$ cat config.mk
export PLATFORM = sky130hd
export DESIGN_NAME = psi_ctrl
export DESIGN_NICKNAME = d
export VERILOG_FILES = /design/src/hw/rtl/psi_pkg.sv /design/src/hw/rtl/psi_ctrl.sv
export SDC_FILE = /design/constraint.sdc
export NUM_CORES = 1
export LEC_CHECK = 0
export ABC_AREA = 1
export BUFFER_PORTS_ARGS = -buffer_cell sky130_fd_sc_hd__buf_4
export CAP_MARGIN = 40
export CORE_MARGIN = 2
export CORE_UTILIZATION = 40
export DETAILED_ROUTE_END_ITERATION = 7
export PLACE_DENSITY = 0.78
export SYNTH_ARGS = -nofsm -noshare
export SYNTH_HDL_FRONTEND = slang
export SYNTH_SLANG_ARGS = --single-unit
$ cat constraint.sdc
create_clock -name clk_i -period 1.3 [get_ports clk_i]
set_input_delay 0.13 -clock clk_i [delete_from_list [all_inputs] [get_ports clk_i]]
set_output_delay 0.13 -clock clk_i [all_outputs]
set_load 0.03 [all_outputs]
$ cat src/hw/rtl/psi_pkg.sv
// package: types, constants and command codes of the permutation shortcut inverse unit
package psi_pkg;

  localparam int unsigned MAX_ELEMENTS = 1024;
  localparam int unsigned INDEX_BITS   = 10;
  localparam int unsigned CNT_BITS     = INDEX_BITS + 1;
  localparam int unsigned STEP_BITS    = 8;
  localparam int unsigned CFG_IDX_BITS = 1;

  localparam logic [1:0] REQ_LOAD = 2'd0;
  localparam logic [1:0] REQ_FWD  = 2'd1;
  localparam logic [1:0] REQ_INV  = 2'd2;

  localparam logic [1:0] ST_OK        = 2'd0;
  localparam logic [1:0] ST_RANGE     = 2'd1;
  localparam logic [1:0] ST_NOT_READY = 2'd2;
  localparam logic [1:0] ST_CORRUPT   = 2'd3;

  localparam logic [CFG_IDX_BITS-1:0] CFG_SAMPLE_STEP = 1'd0;
  localparam logic [CFG_IDX_BITS-1:0] CFG_IDS_AT_ONE  = 1'd1;

  typedef struct packed {
    logic [1:0]            req_type;
    logic [INDEX_BITS-1:0] operand;
    logic                  last;
  } psi_in_t;

  typedef struct packed {
    logic [INDEX_BITS-1:0] result_value;
    logic [1:0]            status;
  } psi_out_t;

  typedef enum logic [4:0] {
    OP_IDLE, OP_ACCEPT, OP_LD_PREP, OP_LD_ELEM, OP_CLR,
    OP_F_RD, OP_F_V, OP_F_CHK, OP_B_RD, OP_B_VIS, OP_B_CHK,
    OP_QSEL, OP_FWD, OP_FINV, OP_Q1, OP_Q2, OP_RESP
  } psi_op_e;

  typedef struct packed {
    logic       last;
    logic [1:0] req;
    logic       clr_end;
    logic       step_full;
    logic       idx_end;
    logic       vis_hit;
    logic       walk_end;
    logic       q_err;
    logic       full;
    logic       q_fin;
    logic       q_jump;
    logic       out_free;
  } psi_sts_t;

endpackage

$ cat src/hw/rtl/psi_ctrl.sv
// controller: sequences loads, table build and queries
module psi_ctrl (
  input  logic              clk_i,
  input  logic              rst_ni,
  input  logic              in_valid_i,
  input  logic [1:0]        in_req_i,
  input  psi_pkg::psi_sts_t sts_i,
  output psi_pkg::psi_op_e  op_o,
  output logic              in_stall_o
);
  import psi_pkg::*;

  typedef enum logic [4:0] {
    S_IDLE, S_LD_PREP, S_LD_ELEM, S_CLR, S_F_RD, S_F_V, S_F_CHK,
    S_B_RD, S_B_VIS, S_B_CHK, S_QSEL, S_FWD, S_FINV, S_Q1, S_Q2, S_RESP
  } state_e;

  state_e state_q, state_d;

  assign in_stall_o = (state_q != S_IDLE);

  always_comb begin
    unique case (state_q)
      S_IDLE:    op_o = in_valid_i ? OP_ACCEPT : OP_IDLE;
      S_LD_PREP: op_o = OP_LD_PREP;
      S_LD_ELEM: op_o = OP_LD_ELEM;
      S_CLR:     op_o = OP_CLR;
      S_F_RD:    op_o = OP_F_RD;
      S_F_V:     op_o = OP_F_V;
      S_F_CHK:   op_o = OP_F_CHK;
      S_B_RD:    op_o = OP_B_RD;
      S_B_VIS:   op_o = OP_B_VIS;
      S_B_CHK:   op_o = OP_B_CHK;
      S_QSEL:    op_o = OP_QSEL;
      S_FWD:     op_o = OP_FWD;
      S_FINV:    op_o = OP_FINV;
      S_Q1:      op_o = OP_Q1;
      S_Q2:      op_o = OP_Q2;
      S_RESP:    op_o = OP_RESP;
      default:   op_o = OP_IDLE;
    endcase
  end

  always_comb begin
    state_d = state_q;
    unique case (state_q)
      S_IDLE: begin
        if (in_valid_i) begin
          if (in_req_i == REQ_LOAD) state_d = S_LD_PREP;
          else if (in_req_i == REQ_FWD || in_req_i == REQ_INV) state_d = S_QSEL;
          else state_d = S_RESP;
        end
      end
      S_LD_PREP: state_d = S_LD_ELEM;
      S_LD_ELEM: state_d = sts_i.last ? S_CLR : S_RESP;
      S_CLR: if (sts_i.clr_end) state_d = sts_i.step_full ? S_F_RD : S_B_RD;
      S_F_RD:  state_d = sts_i.idx_end ? S_RESP : S_F_V;
      S_F_V:   state_d = S_F_CHK;
      S_F_CHK: state_d = S_F_RD;
      S_B_RD:  state_d = sts_i.idx_end ? S_RESP : S_B_VIS;
      S_B_VIS: state_d = sts_i.vis_hit ? S_B_RD : S_B_CHK;
      S_B_CHK: if (sts_i.walk_end) state_d = S_B_RD;
      S_QSEL: begin
        if (sts_i.q_err) state_d = S_RESP;
        else if (sts_i.req == REQ_FWD) state_d = S_FWD;
        else if (sts_i.full) state_d = S_FINV;
        else state_d = S_Q1;
      end
      S_FWD:  state_d = S_RESP;
      S_FINV: state_d = S_RESP;
      S_Q1: begin
        if (sts_i.q_fin) state_d = S_RESP;
        else if (sts_i.q_jump) state_d = S_Q2;
      end
      S_Q2: if (sts_i.q_fin) state_d = S_RESP;
      S_RESP: if (sts_i.out_free) state_d = S_IDLE;
      default: state_d = S_IDLE;
    endcase
  end

  always_ff @(posedge clk_i or negedge rst_ni) begin
    if (!rst_ni) begin
      state_q <= S_IDLE;
    end else begin
      state_q <= state_d;
    end
  end

  a_busy_no_accept: assert property (@(posedge clk_i) disable iff (!rst_ni)
    (state_q != S_IDLE) |-> (op_o != OP_ACCEPT)) else $error("accept while busy");
  a_resp_to_idle: assert property (@(posedge clk_i) disable iff (!rst_ni)
    (state_q == S_RESP && sts_i.out_free) |=> (state_q == S_IDLE))
    else $error("response did not return to idle");
  a_idle_from_accept: assert property (@(posedge clk_i) disable iff (!rst_ni)
    (state_q == S_IDLE && in_valid_i) |=> (state_q != S_IDLE))
    else $error("accepted word not processed");

endmodule

==> results.yml <==
yosys:
  ys_seq_elements: 4
  yosysTopAreaCellShare: 0.258
  synth_top_area_cell: "nand2_1"
  synthSimpleGateAreaFrac: 0.558
  synthMuxAreaShare: 0
  synth_compound_area_frac: 0.0974
  synthXorXnorAreaFrac: 0
  synthDistinctLibCells: 19
  syn_inst: 120
  avgSynthCellArea_um2: 5.57
  synthAdderAreaFrac: 0.0375
  synth_top_family_by_area: "simple AND/OR/NAND/NOR gates"
  ys_seq_area_frac: 0.150
  synthesis.area_um2: 668
  synth.top_cells.by_area: "nand2_1, dfrtp_1, inv_1, nor2_1, nand3_1"
  ys_warn_count: 0
  mappedNetlistNets: 140
detailed_routing:
  wl_mm: 1.95
  ant_nets: 0
  drc: 0
  first_iter_violations: 25
  dr.pass1.iters: 4
  vias: 846
  wl_per_cell_um: 11.4
  vias_per_cell: 4.98
floorplanning:
  die_y_um: 44.9
  core_area_mm2: 0.00154
  start_util: 0.433
  die_area_mm2: 0.00201
  die_x_um: 44.9
  io_pins: 24
  rows: 14
global_routing:
  grt_max_degree: 9
  grt.overflow.total: 0
  grt_pass1_vias: 772
  antenna_found_initial: 0
  grt_usage: 0.206
  grt_pass1_wl_mm: 3.07
clock_tree:
  cts-root-buf: "clkbuf_4"
  cts_buffers: 3
  cts.sinks: 4
  clk_pin_slew_worst_paths_ns: 0.04
  htree_levels: 1
  clockBufferDepth: 2
  tritoncts: "done"
  clkLatencyLatePin_ns: 0.23
critical_path:
  crit_arrival_ns: 1.26
  crit_required_ns: 1.17
  cp_max_fo: 6
  cp-end-kind: "output pin"
  reg2reg_depth: 8
  critPathKind: "flip-flop to output pin"
  worstSetupStartpoint: "state_q[1]"
  startpoint_type: "flip-flop"
  r2r_start: "state_q[0]"
power:
  vdd_ir_drop_max_mv: 1.65
  total_power_uw: 2620
  p_per_area_mw_per_mm2: 2610
  p_leak_uw: 0.000583
timing:
  fin_crit_ns: 1.39
  clock.fmax_mhz: 720
  grt_setup_unrepaired: "yes"
  hold_violations: 0
  setup_violations: 8
  slew_headroom: 0.845
  fin_worst_skew_ns: 0.000463
  slew_violations: 0
  period_share: 1.07
  worst_pin_slew_ns: 0.233
  layout_setup_ws_ns: -0.0895
final_layout:
  mostFrequentLayoutCell: "nand2_1"
  fill_cells: 148
  syn2layout_area_growth_pct: 50.4
  final_cell_mix: "nand2_1, buf_4, inv_1"
  largest_reg_flops: 4
  nets: 176
  largest-register: "state_q"
  layout-drive-gt1-share: 0.435
  top_regs: "state_q: 4 flops"
  diodes: 0
placement:
  io_buffers: 23
  dpl.hpwl_mm: 1.41
  finalWeightedCongestion: 0.897
  pre_cts_ws_ns: -0.107
status:
  status: "complete, but fails checks"
  violations: "setup timing"
run:
  drv_cap: 0
hold_path:
  hold_class: "input pin to async pin"
## worst max-delay path, stage by stage, from the launching register on
cell,delay (ns)
dfrtp_2,0.49
nand2_4,0.11
o21ai_1,0.18
nand2_2,0.07
buf_4,0.17
## layout make-up
type                            instances  area, um^2  area share
Clock buffer                            3        22.5      0.0224
Timing Repair Buffer                   35         284       0.283
Tap cell                               16        20.0      0.0199
Inverter                               17        66.3      0.0660
Sequential cell                         4         105       0.105
Multi-Input combinational cell         95         507       0.504
## worst paths after layout
check / slack [ns] / end
max: -0.09 / op_o[3]
min: 0.22 / state_q[1]
max reg2reg: -0.04 / state_q[1]
min reg2reg: 0.62 / state_q[3]
max in group asynchronous: 0.97 / state_q[0]
min in group clk_i: 0.32 / state_q[3]
## per-stage QoR
stage | utilization | hold slack (ns) | std cells | cell area (um^2) | TNS (ns)
floorplan | - | -0.166 | 120 | 676 | 0
global placement | 0.556 | -0.0724 | 159 | 857 | -0.211
detailed placement | 0.556 | -0.0724 | 159 | 857 | -0.390
CTS | 0.627 | 0.229 | 169 | 967 | -0.119
global route | 0.652 | 0.239 | 170 | 1000 | -0.869
finish | 0.652 | 0.222 | 170 | 1000 | -0.357
## where the power goes
group | total, uW | internal (uW) | switching (uW)
clock network | 152 | 103 | 49.3
registers | 404 | 212 | 192
logic | 2070 | 853 | 1210
total | 2620 | 1170 | 1460
## logic make-up (layout without fill, tap and decap cells)
logic type / Yosys count / in the layout
fa+ha+maj: 2 / 2
simple gates: 83 / 83
flops: 4 / 4
buf+inv: 21 / 55
compound gates: 10 / 10
## cell usage after synthesis
| cell type | instances |
|---|---|
| nand2_1 | 46 |
| inv_1 | 15 |
| nor2_1 | 15 |
| nand3_1 | 9 |
| o21ai_0 | 7 |
| dfrtp_1 | 4 |
| nor2_2 | 4 |
| buf_6 | 3 |
| nand2_2 | 3 |
| nand3b_1 | 3 |
| ha_1 | 2 |
| inv_2 | 2 |
| a21oi_1 | 1 |
| buf_4 | 1 |
| nand2_4 | 1 |
| nand3_2 | 1 |
| nor2_4 | 1 |
| o21ai_2 | 1 |
| o21ai_4 | 1 |
## what timing repair did
item	4_1_cts	5_1_grt
setup endpoints to repair	9	10
buffers inserted	6	1
cloned	0	0
hold endpoints to repair	4	0
resized for setup	15	11
hold buffers	1	0
pin swaps	3	7
## metal layers
layer	global-route usage	vias up	part of all wire
li1	-	435	-
met1	0.232	363	0.40
met2	0.414	44	0.53
met3	0.0120	4	0.068
met4	0.0529	0	0.0087
met5	0	-	0
(Power assumes the default switching activity.)
